File: src/sv/cmafi_pkg.sv
// ---------------------------------------------------------------------------
// cmafi_pkg: shared constants for the mode amplitude fix and invert block
// Pipeline depths of the square root and divider units and the register
// index codes of the configuration port.
// ---------------------------------------------------------------------------
package cmafi_pkg;

	// Square root: 32 root bits, two per stage.
	localparam int unsigned ROOT_BITS  = 32;
	localparam int unsigned SQ_STEPS   = 2;
	localparam int unsigned SQ_STAGES  = ROOT_BITS / SQ_STEPS;

	// Divider: 32 quotient bits, four per stage.
	localparam int unsigned QUOT_BITS  = 32;
	localparam int unsigned DIV_STEPS  = 4;
	localparam int unsigned DIV_STAGES = QUOT_BITS / DIV_STEPS;

	typedef enum logic [1:0] {
		REG_FIX_ENABLE    = 2'd0,
		REG_INVERT_ENABLE = 2'd1,
		REG_TARGET_AMPL   = 2'd2,
		REG_UNUSED        = 2'd3
	} reg_index_t;

	localparam logic [31:0] TARGET_AMPL_RESET = 32'h0100_0000;

endpackage

File: src/sv/cmafi_div.sv
// ---------------------------------------------------------------------------
// cmafi_div: pipelined restoring divider
// Divides a 64-bit dividend by a 32-bit divisor whose quotient fits in
// 32 bits, four quotient bits per stage.
// ---------------------------------------------------------------------------
module cmafi_div (
	input  logic        clk,
	input  logic        en,
	input  logic [63:0] dividend,
	input  logic [31:0] divisor,
	output logic [31:0] quot
);

	typedef struct packed {
		logic [31:0] rem;
		logic [31:0] low;
		logic [31:0] q;
		logic [31:0] d;
	} dv_t;

	function automatic dv_t dv_step(input dv_t a);
		logic [32:0] r33;
		dv_t         o;
		r33   = {a.rem, a.low[31]};
		o.low = a.low << 1;
		o.d   = a.d;
		if (r33 >= {1'b0, a.d}) begin
			o.rem = 32'(r33 - {1'b0, a.d});
			o.q   = {a.q[30:0], 1'b1};
		end else begin
			o.rem = r33[31:0];
			o.q   = {a.q[30:0], 1'b0};
		end
		return o;
	endfunction

	dv_t stg_s [cmafi_pkg::DIV_STAGES];

	for (genvar s = 0; s < cmafi_pkg::DIV_STAGES; s++) begin : g_stage
		dv_t nxt;
		always_comb begin
			dv_t t;
			if (s == 0) begin
				// The high half is below the divisor because the quotient fits.
				t.rem = dividend[63:32];
				t.low = dividend[31:0];
				t.q   = '0;
				t.d   = divisor;
			end else begin
				t = stg_s[(s == 0) ? 0 : s - 1];
			end
			for (int j = 0; j < int'(cmafi_pkg::DIV_STEPS); j++) begin
				t = dv_step(t);
			end
			nxt = t;
		end
		always_ff @(posedge clk) begin
			if (en) begin
				stg_s[s] <= nxt;
			end
		end
	end

	assign quot = stg_s[cmafi_pkg::DIV_STAGES-1].q;

endmodule

File: config.mk
export PLATFORM = sky130hd
export DESIGN_NAME = cmafi_div
export DESIGN_NICKNAME = d
export VERILOG_FILES = /design/src/sv/cmafi_pkg.sv /design/src/sv/cmafi_div.sv
export SDC_FILE = /design/constraint.sdc
export NUM_CORES = 2
export LEC_CHECK = 0
export BUFFER_PORTS_ARGS = -buffer_cell sky130_fd_sc_hd__buf_4
export CAP_MARGIN = 20
export CORE_UTILIZATION = 52
export CTS_BUF_LIST = sky130_fd_sc_hd__clkbuf_4
export CTS_CLUSTER_DIAMETER = 50
export DETAILED_ROUTE_END_ITERATION = 7
export PLACE_DENSITY_LB_ADDON = 0.1
export SLEW_MARGIN = 20
export SYNTH_ARGS = -nofsm -noshare
export SYNTH_HDL_FRONTEND = slang
export SYNTH_SLANG_ARGS = --single-unit
File: constraint.sdc
create_clock -name clk -period 46 [get_ports clk]
set_clock_uncertainty 0.2 [all_clocks]
set_input_delay 9.2 -clock clk [delete_from_list [all_inputs] [get_ports clk]]
set_output_delay 9.2 -clock clk [all_outputs]
set_load 0.1 [all_outputs]
* Word level (Yosys, flattened, before mapping)
Memories as Yosys holds them, arrays and structs flattened. Index checks and enable logic that the tools add are counted.
Operators by class: order comparisons 32, add/sub/neg operators 32, muxes and demuxes 66
Operator list (count):
- >= comparator 33 x 32 -> 1 bit | 32
- two-way mux 32 bit | 32
- subtractor 32 bit | 32
- two-way mux 1 bit | 34
Storage, ports and cells: output and inout port bits 32, RAM bits 992, memories 1, logic and storage cells 131, register bits 0, input port bits 98
Memory list:
- stg_s | words 8, bits a word 124, rd ports 8, clocked after memory_dff 0, write ports 8, RTL line cmafi_div.sv:37 | dv_t stg_s [cmafi_pkg::DIV_STAGES];

* Longest topological paths before layout
An unclocked memory read counts as a cell.
word-level depth 9, mapped depth 63, depth with buffers taken out 57

* Worst setup path after synthesis
Ideal clock, no wire load.
path kind in2reg, from input port divisor[4], to memory stg_s[0][121] (netlist bit), data pin, data arrival time 21.473 ns, stages on the path 56, setup time 0.261 ns, setup slack 24.066 ns, data required time 45.539 ns, path buffers 7, cells stage by stage inv_1 ha_1 nand2_1 a211oi_1 o2111ai_1 a21oi_1 o211ai_1 o211a_1 or2_2 clkbuf_1 inv_2 buf_1 mux2_2 ha_1 a21o_1 a21o_1 a21o_1 a2111oi_0 (+20 left out) buf_1 nor2_1 a21oi_1 ha_1 o21ai_0 a21boi_0 o31ai_1 a31oi_1 a2111oi_0 nor2_1 a2111oi_1 o21a_1 nand2_1 clkbuf_1 nor2_1 buf_2 nor3_1 a221o_1
RTL lines:
- start: declaration | RTL line cmafi_div.sv:10 | input logic [31:0] divisor,
- end: declaration | RTL line cmafi_div.sv:37

==> metrics.txt <==
CP Data Arrival Time 25.73 ns; FMAX 40.0 MHz; Worst Tran Pin Value 1.07 ns; Hold WC Path Type register to register; Clk pin slew, worst setup/hold paths 0.07 ns; row cnt 145; crit path max fanout 48; post-synth top area cell edfxtp_1; Clock Latency Late Sink 1.25 ns; drt drc 0; crit path buf inv count 7; leading cell types by total area after synthesis edfxtp_1, ha_1, mux2_2; total number of vias 71900; CTS tree yes; Die Width 400 um; Min Clock Period, post-route 25.00 ns; status finished, final reports clean; Starting Density 52.6%; share of cells above drive strength 1 11.5%; Synth Cell Area 82400 um^2; Mapped Avg Cell Area 8.82 um^2; most frequent cells in the layout ha_1, a21oi_1, edfxtp_1, o21ai_0, inv_1; Hold Crit Depth 0; RR Endpoint stg_s[1][365]; DP HPWL 208000 um; Die Y 400 um; total wire length 254000 um; most common cell after layout, fill and taps aside ha_1; crit end category register; routability cong. 0.963; Post-CTS Setup Bufs 0; Yosys reg bits 704; number of buffers added on ports 129; Top delay family on crit path compound AO/OA/AOI/OAI gates; R2R Setup Slk 29.17 ns; total negative slack 0 ns; drt first-iter violations 5865; startpoint types primary input; Avg Vias per Cell 6.15; Synth cell types 108; Final Cycle Share 54.4%; Synth warnings 0; CTS Buf Count 189; Post-synth EDFFs 704; DR pass1 iterations 6; Setup Viol. Count Final 0; Max stage delay on crit path 0.96 ns; Synth top area share 25.6%; syn nets 10500; register area share after synthesis 25.6%; clk sink count 704; first-pass GRT wire length 386000 um; I/O pins 130; min-delay src stg_s[1][297]; largest net degree at the start of global routing 87; Slew HR 28.5%; type of the worst setup path primary input to register; post_cts resized 0; Hold EP stg_s[1][425]; R2R depth 56; Synth Instances 9342; Slew Limit Fails 0; H-tree levels 4; total global-route track usage 31.0%; Top Registers stg_s: 704 flops; max FFs per register 704; slowest CP cell a2111oi_0; worst r2r src stg_s[1][125]; deepest clock path buffer count 3; die area 160000 um^2; most flop-heavy register stg_s; CTS root buffer clkbuf_4; max cap viols 0; total gr overflow 0; Post-synth top flop edfxtp_1; initial antenna violation count 10; Hold Buf Count CTS 0; wire per inst 21.8 um; layout net count 10600; required time worst endpoint 46.73 ns; RSZ-0062 raised after global routing false; Core Footprint 157000 um^2; synth-to-layout area growth 6.56%; vias in the first global route 68500; ANT nets after route 0; Post-synth ARST share 0%; Hold Fails Final Rpt 0
metrics by stage:
| stage | utilization, % | cells | instance area (um^2) | worst slack, ns | hold WS (ns) |
|---|---|---|---|---|---|
| after floorplan | - | 9342 | 82400 | 24.07 | 0.200 |
| after global placement | 54.4 | 11300 | 85300 | 20.31 | 0.200 |
| after detailed placement | 54.4 | 11300 | 85300 | 20.13 | 0.205 |
| after CTS | 56.0 | 11700 | 87800 | 21.33 | 0.181 |
| after global routing | 56.0 | 11700 | 87800 | 20.00 | 0.189 |
| final | 56.0 | 11700 | 87800 | 21.00 | 0.183 |
metal layers:
layer / part of all wire (%) / track usage, % / routed length (um)
met5: 0 / 0 / 0
met4: 5.2 / 15.6 / 13300
met3: 4.9 / 3.72 / 12400
met2: 48 / 53.9 / 123000
met1: 41 / 37.7 / 105000
worst max-delay path by stage:
stage	from	endpoint	slack [ns]	depth (start not counted)
after detailed placement	divisor[4]	stg_s[0][116]	20.13	52
after floorplan	divisor[4]	stg_s[0][121]	24.07	56
after global placement	divisor[20]	stg_s[0][116]	20.31	52
after CTS	divisor[4]	stg_s[0][116]	21.33	52
final	divisor[4]	stg_s[0][116]	21.00	52
after global routing	divisor[4]	stg_s[0][116]	20.00	52
cell usage after synthesis (all sizes together) (150+ instances only):
cell type  instances
nand2            605
xor2             272
o21ai            639
edfxtp           704
inv              625
ha              1024
nor3             160
o21a             150
a21o             463
nand3            205
mux2             521
a21oi            869
xnor2            524
nor2             597
logic make-up (layout without fill, tap and decap cells):
| kind of cell | count (synthesis) | in the layout | share of synthesized area (%) |
|---|---|---|---|
| mux | 603 | 603 | 8.20 |
| fa+ha+maj | 1055 | 1055 | 16.3 |
| flops | 704 | 704 | 25.6 |
| other cells | 0 | 9 | 0 |
| buf+inv | 850 | 1123 | 4.19 |
| simple gates | 2346 | 2346 | 13.9 |
| xor+xnor | 796 | 796 | 8.46 |
| compound gates | 2988 | 2988 | 23.4 |
cell type report:
class,instances,area (um^2)
Fill cell,14500,68900
Multi-Input combinational cell,7788,57900
Sequential cell,704,21100
Tap cell,2058,2570
Inverter,625,2350
Clock buffer,241,1810
Timing Repair Buffer,171,1290
Clock inverter,86,687
Antenna cell,9,22.5
worst reg2reg max path, delay by kind of cell (launching register included):
kind	cells	cell delay (ns)
AO/OA/AOI/OAI	27	8.57
AND/OR/NAND/NOR	16	3.41
buffers and inverters	8	2.14
adder cells (fa/ha/maj)	4	1.33
flip-flops	1	0.53
multiplexers	1	0.44
Power is not shown: default switching activity piles up to over one toggle a cycle in this logic, so the estimate is an artifact.
