==> config.mk <==
export PLATFORM = sky130hd
export DESIGN_NAME = cmafi_sqrt
export DESIGN_NICKNAME = d
export VERILOG_FILES = /design/src/sv/cmafi_pkg.sv /design/src/sv/cmafi_sqrt.sv
export SDC_FILE = /design/constraint.sdc
export NUM_CORES = 2
export LEC_CHECK = 0
export CAP_MARGIN = 15
export CORE_ASPECT_RATIO = 0.7
export CORE_MARGIN = 5
export CORE_UTILIZATION = 51
export DETAILED_ROUTE_END_ITERATION = 7
export DONT_BUFFER_PORTS = 1
export PLACE_DENSITY = 0.68
export SLEW_MARGIN = 15
export SYNTH_ARGS = -nofsm -noshare
export SYNTH_HDL_FRONTEND = slang
export SYNTH_SLANG_ARGS = --single-unit
==> constraint.sdc <==
create_clock -name clk -period 7.8 [get_ports clk]
set_input_delay 0 -clock clk [delete_from_list [all_inputs] [get_ports clk]]
set_output_delay 0 -clock clk [all_outputs]
set_load 0.005 [all_outputs]
==> src/sv/cmafi_pkg.sv <==
// ---------------------------------------------------------------------------
// cmafi_pkg: shared constants for the mode amplitude fix and invert block
// Pipeline depths of the square root and divider units and the register
// index codes of the configuration port.
// ---------------------------------------------------------------------------
package cmafi_pkg;

	// Square root: 32 root bits, two per stage.
	localparam int unsigned ROOT_BITS  = 32;
	localparam int unsigned SQ_STEPS   = 2;
	localparam int unsigned SQ_STAGES  = ROOT_BITS / SQ_STEPS;

	// Divider: 32 quotient bits, four per stage.
	localparam int unsigned QUOT_BITS  = 32;
	localparam int unsigned DIV_STEPS  = 4;
	localparam int unsigned DIV_STAGES = QUOT_BITS / DIV_STEPS;

	typedef enum logic [1:0] {
		REG_FIX_ENABLE    = 2'd0,
		REG_INVERT_ENABLE = 2'd1,
		REG_TARGET_AMPL   = 2'd2,
		REG_UNUSED        = 2'd3
	} reg_index_t;

	localparam logic [31:0] TARGET_AMPL_RESET = 32'h0100_0000;

endpackage

==> src/sv/cmafi_sqrt.sv <==
// ---------------------------------------------------------------------------
// cmafi_sqrt: pipelined integer square root
// Floor square root of a 64-bit radicand, two result bits per stage.
// ---------------------------------------------------------------------------
module cmafi_sqrt (
	input  logic        clk,
	input  logic        en,
	input  logic [63:0] rad,
	output logic [31:0] root
);

	typedef struct packed {
		logic [63:0] v;
		logic [63:0] r;
	} sq_t;

	function automatic sq_t sq_step(input sq_t a, input int unsigned k);
		logic [63:0] b;
		logic [63:0] t;
		sq_t         o;
		b = 64'd1 << (2 * k);
		t = a.r + b;
		if (a.v >= t) begin
			o.v = a.v - t;
			o.r = (a.r >> 1) + b;
		end else begin
			o.v = a.v;
			o.r = a.r >> 1;
		end
		return o;
	endfunction

	sq_t stg_s [cmafi_pkg::SQ_STAGES];

	for (genvar s = 0; s < cmafi_pkg::SQ_STAGES; s++) begin : g_stage
		sq_t nxt;
		always_comb begin
			sq_t t;
			if (s == 0) begin
				t.v = rad;
				t.r = '0;
			end else begin
				t = stg_s[(s == 0) ? 0 : s - 1];
			end
			for (int j = 0; j < int'(cmafi_pkg::SQ_STEPS); j++) begin
				t = sq_step(t, cmafi_pkg::ROOT_BITS - 1 - (s * cmafi_pkg::SQ_STEPS + j));
			end
			nxt = t;
		end
		always_ff @(posedge clk) begin
			if (en) begin
				stg_s[s] <= nxt;
			end
		end
	end

	assign root = stg_s[cmafi_pkg::SQ_STAGES-1].r[31:0];

endmodule

; ---- Word level (Yosys, flattened, before mapping)
; Memories as Yosys holds them, arrays and structs flattened.
; Index checks and enable logic that the tools add are counted.
; W data, S select, Z words.
[classes]
n_mux = 34
magnitude_cmp = 32
addsub = 94
[ops]
columns = operator, count
row1 = $mux W128, 32
row2 = $ge A64 B64 Y1, 31
row3 = $sub A64 B64 Y64, 31
row4 = $add A63 B1 Y64 const B, 1
row5 = $add A63 B11 Y64 const B, 1
row6 = $add A63 B13 Y64 const B, 1
row7 = $add A63 B15 Y64 const B, 1
row8 = $add A63 B17 Y64 const B, 1
row9 = $add A63 B19 Y64 const B, 1
row10 = $add A63 B21 Y64 const B, 1
row11 = $add A63 B23 Y64 const B, 1
row12 = $add A63 B25 Y64 const B, 1
row13 = $add A63 B27 Y64 const B, 1
row14 = $add A63 B29 Y64 const B, 1
row15 = $add A63 B3 Y64 const B, 1
row16 = $add A63 B31 Y64 const B, 1
row17 = $add A63 B33 Y64 const B, 1
row18 = $add A63 B35 Y64 const B, 1
row19 = $add A63 B37 Y64 const B, 1
row20 = $add A63 B39 Y64 const B, 1
row21 = $add A63 B41 Y64 const B, 1
row22 = $add A63 B43 Y64 const B, 1
row23 = $add A63 B45 Y64 const B, 1
row24 = $add A63 B47 Y64 const B, 1
row25 = other kinds (44), 45
[word_totals]
elab_cells = 161
mem_bits_rw = 2048
register_bits = 0
n_memories = 1
input_bits = 66
[memory_table]
columns = memory, depth, word_bits, read_ports, rd_ports_with_merged_regs, write_ports, line_no
row1 = stg_s, 16, 128, 16, 0, 16, cmafi_sqrt.sv:33  ; sq_t stg_s [cmafi_pkg::SQ_STAGES];

; ---- Depth between registers and ports, before layout
[depth]
depth_word = 6
depth_mapped = 32

; ---- Worst setup path before layout
; Ideal clock, no wire load.
[synth_timing]
path_kind = flip-flop to flip-flop
startpoint = memory stg_s[3][94] (netlist name)
endpoint = memory stg_s[3][249] (netlist name), data pin
synth_period_minus_slack_ns = 6.608
required_time_ns = 7.537
arrival_time_ns = 6.345
stages_incl_launch_ff = 32
setup_slack_ns = 1.192
path_cell_list = edfxtp_1 ha_1 clkbuf_1 nand4_1 or4b_1 or4_1 nand3_1 o21bai_2 clkbuf_1 buf_2 buf_1 nor2_1 a21oi_1 ha_1 clkbuf_1 a21oi_1 nor2_1 a211oi_1 o21ai_0 a21oi_1 o221ai_1 a31o_2 a32o_1 nor4_1 and4_1 buf_2 inv_2 and3_1 clkbuf_1 nand3b_1 nor2_1 xor2_1
[synth_rtl]
columns = item, line_no
row1 = from (decl), cmafi_sqrt.sv:33

==> flow_metrics.tcl <==
set metrics [dict create \
    io_pins 98 \
    fillers 14039 \
    arrival_ns 7.75 \
    cts_tree "done" \
    grt_setup_unrepaired "no" \
    overflow 0 \
    syn_avg_cell_area_um2 9.80 \
    drt_wl_total_mm 237 \
    synth_cell_type_count 95 \
    post-route-period-util_pct 92.9 \
    yosys_warnings 0 \
    hold_path_class "primary input to flop" \
    synthArstFlopShare_pct 0 \
    peakVddDrop_v 0.000244 \
    htree_levels 4 \
    reg.largest.list "stg_s x1232" \
    grt_pass1_wl_mm 364 \
    ff2ff_path_depth 25 \
    synth_nets 9161 \
    drt_first_pass_iters 7 \
    track_usage_pct 26.6 \
    port_buffers 0 \
    grt_antenna_before_repair 6 \
    die-area_um2 172000 \
    timing.hold.ws_ns 0.217 \
    ant_nets 0 \
    maxSlewViolCount 0 \
    r2r-end "stg_s[3][253]" \
    synth_flop_cell "edfxtp_1" \
    coreArea_um2 163000 \
    syn_area_um2 83500 \
    synth-edff-count 1232 \
    finalHoldViolations 0 \
    criticalPathCategory "flop to flop" \
    post_cts_buffers 0 \
    cp-start-kind "flop" \
    die_x_um 494 \
    fin_crit_ns 7.24 \
    holdPathStages 6 \
    grt_pass1_vias 62095 \
    clkLatencyLatePin_ns 0.81 \
    vias_per_cell 6.14 \
    top_register "stg_s" \
    seq_area_frac_synth_pct 44.3 \
    fp-row-count 124 \
    end_kind "flop" \
    vias 67091 \
    cts_buffer_depth 3 \
    grt_max_degree 261 \
    largest_reg_flops 1232 \
    cp-startpoint "stg_s[3][101]" \
    die_h_um 349 \
    worst_pin_slew_ns 1.29 \
    cts.sinks 1232 \
    clk_pin_slew_ns 0.07 \
    layout-drive-gt1-share_pct 5.53 \
    r2r-start "stg_s[3][101]" \
    areaGrowthSynthToFinish_pct 9.84 \
    worstPathRequired_ns 8.31 \
    place_hpwl_mm 181 \
    drc 0 \
    clock_skew_ns 0.0560 \
    gp_congestion 0.959 \
    fin_nets 9256 \
    power_density_nw_per_um2 336 \
    cp_max_fo 25 \
    syn_inst 8522 \
    setup_violations 0 \
    maxCapViolations 0 \
    initial_core_util_pct 51.2 \
    route.detailed.wl_per_inst_um 21.7 \
    ys_ff_latch 1232 \
    clockRootBuffer "clkbuf_16" \
    rrSetupSlack_ns 0.56 \
    fmax_mhz 138 \
    first_iter_violations 7444 \
    status "finished, final reports clean" \
    hold_end "stg_s[0][61]" \
    hp-start "rad[41]" \
    finalSetupTns_ns 0 \
    relSlewSlack_pct 14.0 \
    numCtsBuffers 130 \
    cellLeakagePower_uw 0.0355 \
]
## synthesized netlist by cell type (47+ instances only)
master / count / area (µm²)
clkbuf_1: 195 / 732
nand4_1: 180 / 1130
nor2b_1: 81 / 507
xor2_1: 288 / 2520
or3_1: 83 / 519
mux2_2: 72 / 811
nand3_1: 179 / 896
o21a_1: 84 / 631
or4_1: 55 / 413
and2_1: 64 / 400
edfxtp_1: 1232 / 37000
nand2_1: 722 / 2710
ha_1: 573 / 7170
o21bai_1: 68 / 510
xnor2_1: 535 / 4690
nor3_1: 222 / 1110
or2_2: 47 / 294
o31ai_1: 69 / 518
nand2b_1: 89 / 557
a21o_1: 292 / 2190
o21ai_0: 419 / 2100
a21oi_1: 704 / 3520
inv_1: 499 / 1870
nor4_1: 241 / 1510
a211oi_1: 60 / 450
nor2_1: 693 / 2600
and3_1: 77 / 482
a31oi_1: 57 / 357
## worst max-delay path: stages, from the launching register on
cell	delay (ns)
edfxtp_1	0.42
ha_1	0.52
nand4_1	0.23
or4b_1	0.62
or4_1	0.58
nand3_1	0.18
o21bai_4	0.37
buf_4	0.35
nor2_1	0.06
a21oi_1	0.17
ha_1	0.36
a21oi_1	0.23
nor2_1	0.07
a211oi_1	0.26
o21ai_0	0.20
a21oi_1	0.33
o221ai_1	0.15
a31o_2	0.29
a32o_1	0.32
nor4_1	0.26
and4_1	0.27
inv_2	0.09
and3_1	0.22
nand3b_1	0.20
nor3_1	0.08
xnor2_1	0.14
## cells by family after synthesis
family	share of synthesized area (%)
flops	44.3
buf+inv	3.73
simple gates	17.9
xor+xnor	8.63
mux	1.22
fa+ha+maj	8.58
compound gates	15.7
## where the power goes
part | leakage, µW | switching [µW] | internal (µW)
combinational | 0.0216 | 8620 | 5870
clock | 0.00204 | 2890 | 3360
sequential | 0.0118 | 1100 | 8980
total | 0.0355 | 12600 | 18200
## how the worst max path moves through the flow
stage	endpoint	slack, ns	depth (start not counted)
2_1_floorplan	stg_s[3][249]	1.19	31
3_3_place_gp	stg_s[3][249]	0.86	25
3_5_place_dp	stg_s[3][253]	0.75	23
4_1_cts	stg_s[3][253]	0.70	23
5_1_grt	stg_s[2][379]	0.16	24
6_report	stg_s[3][253]	0.56	25
## per-stage QoR
step                      cell area (µm²)  std cells  setup slack, ns  util, %  power (µW)
after detailed placement            86000      10556            0.755     52.8       24200
final                               91800      10924            0.556     56.3       30800
after global placement              86000      10556            0.857     52.8       24100
after floorplan                     83500       8522             1.19        -       20400
after global routing                91700      10923            0.161     56.3       32700
after CTS                           91600      10919            0.699     56.2       30600
## cells in the final DEF (no fill, tap or decap), drive strengths merged, types with 61 or more instances in the layout
cell,n
a211oi,61
a21o,292
a21oi,704
and2,64
and3,77
buf,107
clkbuf,144
clkinv,64
dlygate4sd3,129
edfxtp,1232
ha,573
inv,515
mux2,73
nand2,722
nand2b,89
nand3,179
nand4,180
nor2,695
nor2b,81
nor3,222
nor4,244
o21a,84
o21ai,424
o21bai,69
o31ai,69
or3,84
xnor2,535
xor2,288
## layout make-up
class / count / area [µm²] / share of cell area [%]
Multi-Input combinational cell: 6509 / 43500 / 47.4
Tap cell: 2205 / 2760 / 3.01
Clock inverter: 89 / 981 / 1.07
Clock buffer: 144 / 3310 / 3.60
Timing Repair Buffer: 236 / 2340 / 2.56
Sequential cell: 1232 / 37000 / 40.3
Antenna cell: 1 / 2.50 / 0.00273
Inverter: 508 / 1910 / 2.08
## what timing repair did
| action | in CTS | in global routing |
|---|---|---|
| hold buffers | 130 | 0 |
| resized for setup | 0 | 0 |
| hold endpoints to repair | 307 | 0 |
## per-layer routing
metal | GRT usage [%] | vias up | part of all wire, %
met1 | 40.8 | 32193 | 47
met5 | 0 | - | 0.011
met2 | 39.5 | 2678 | 43
li1 | - | 31882 | -
met3 | 4.44 | 334 | 8.0
met4 | 5.60 | 4 | 1.9
Power figures use the tool's default switching activity.
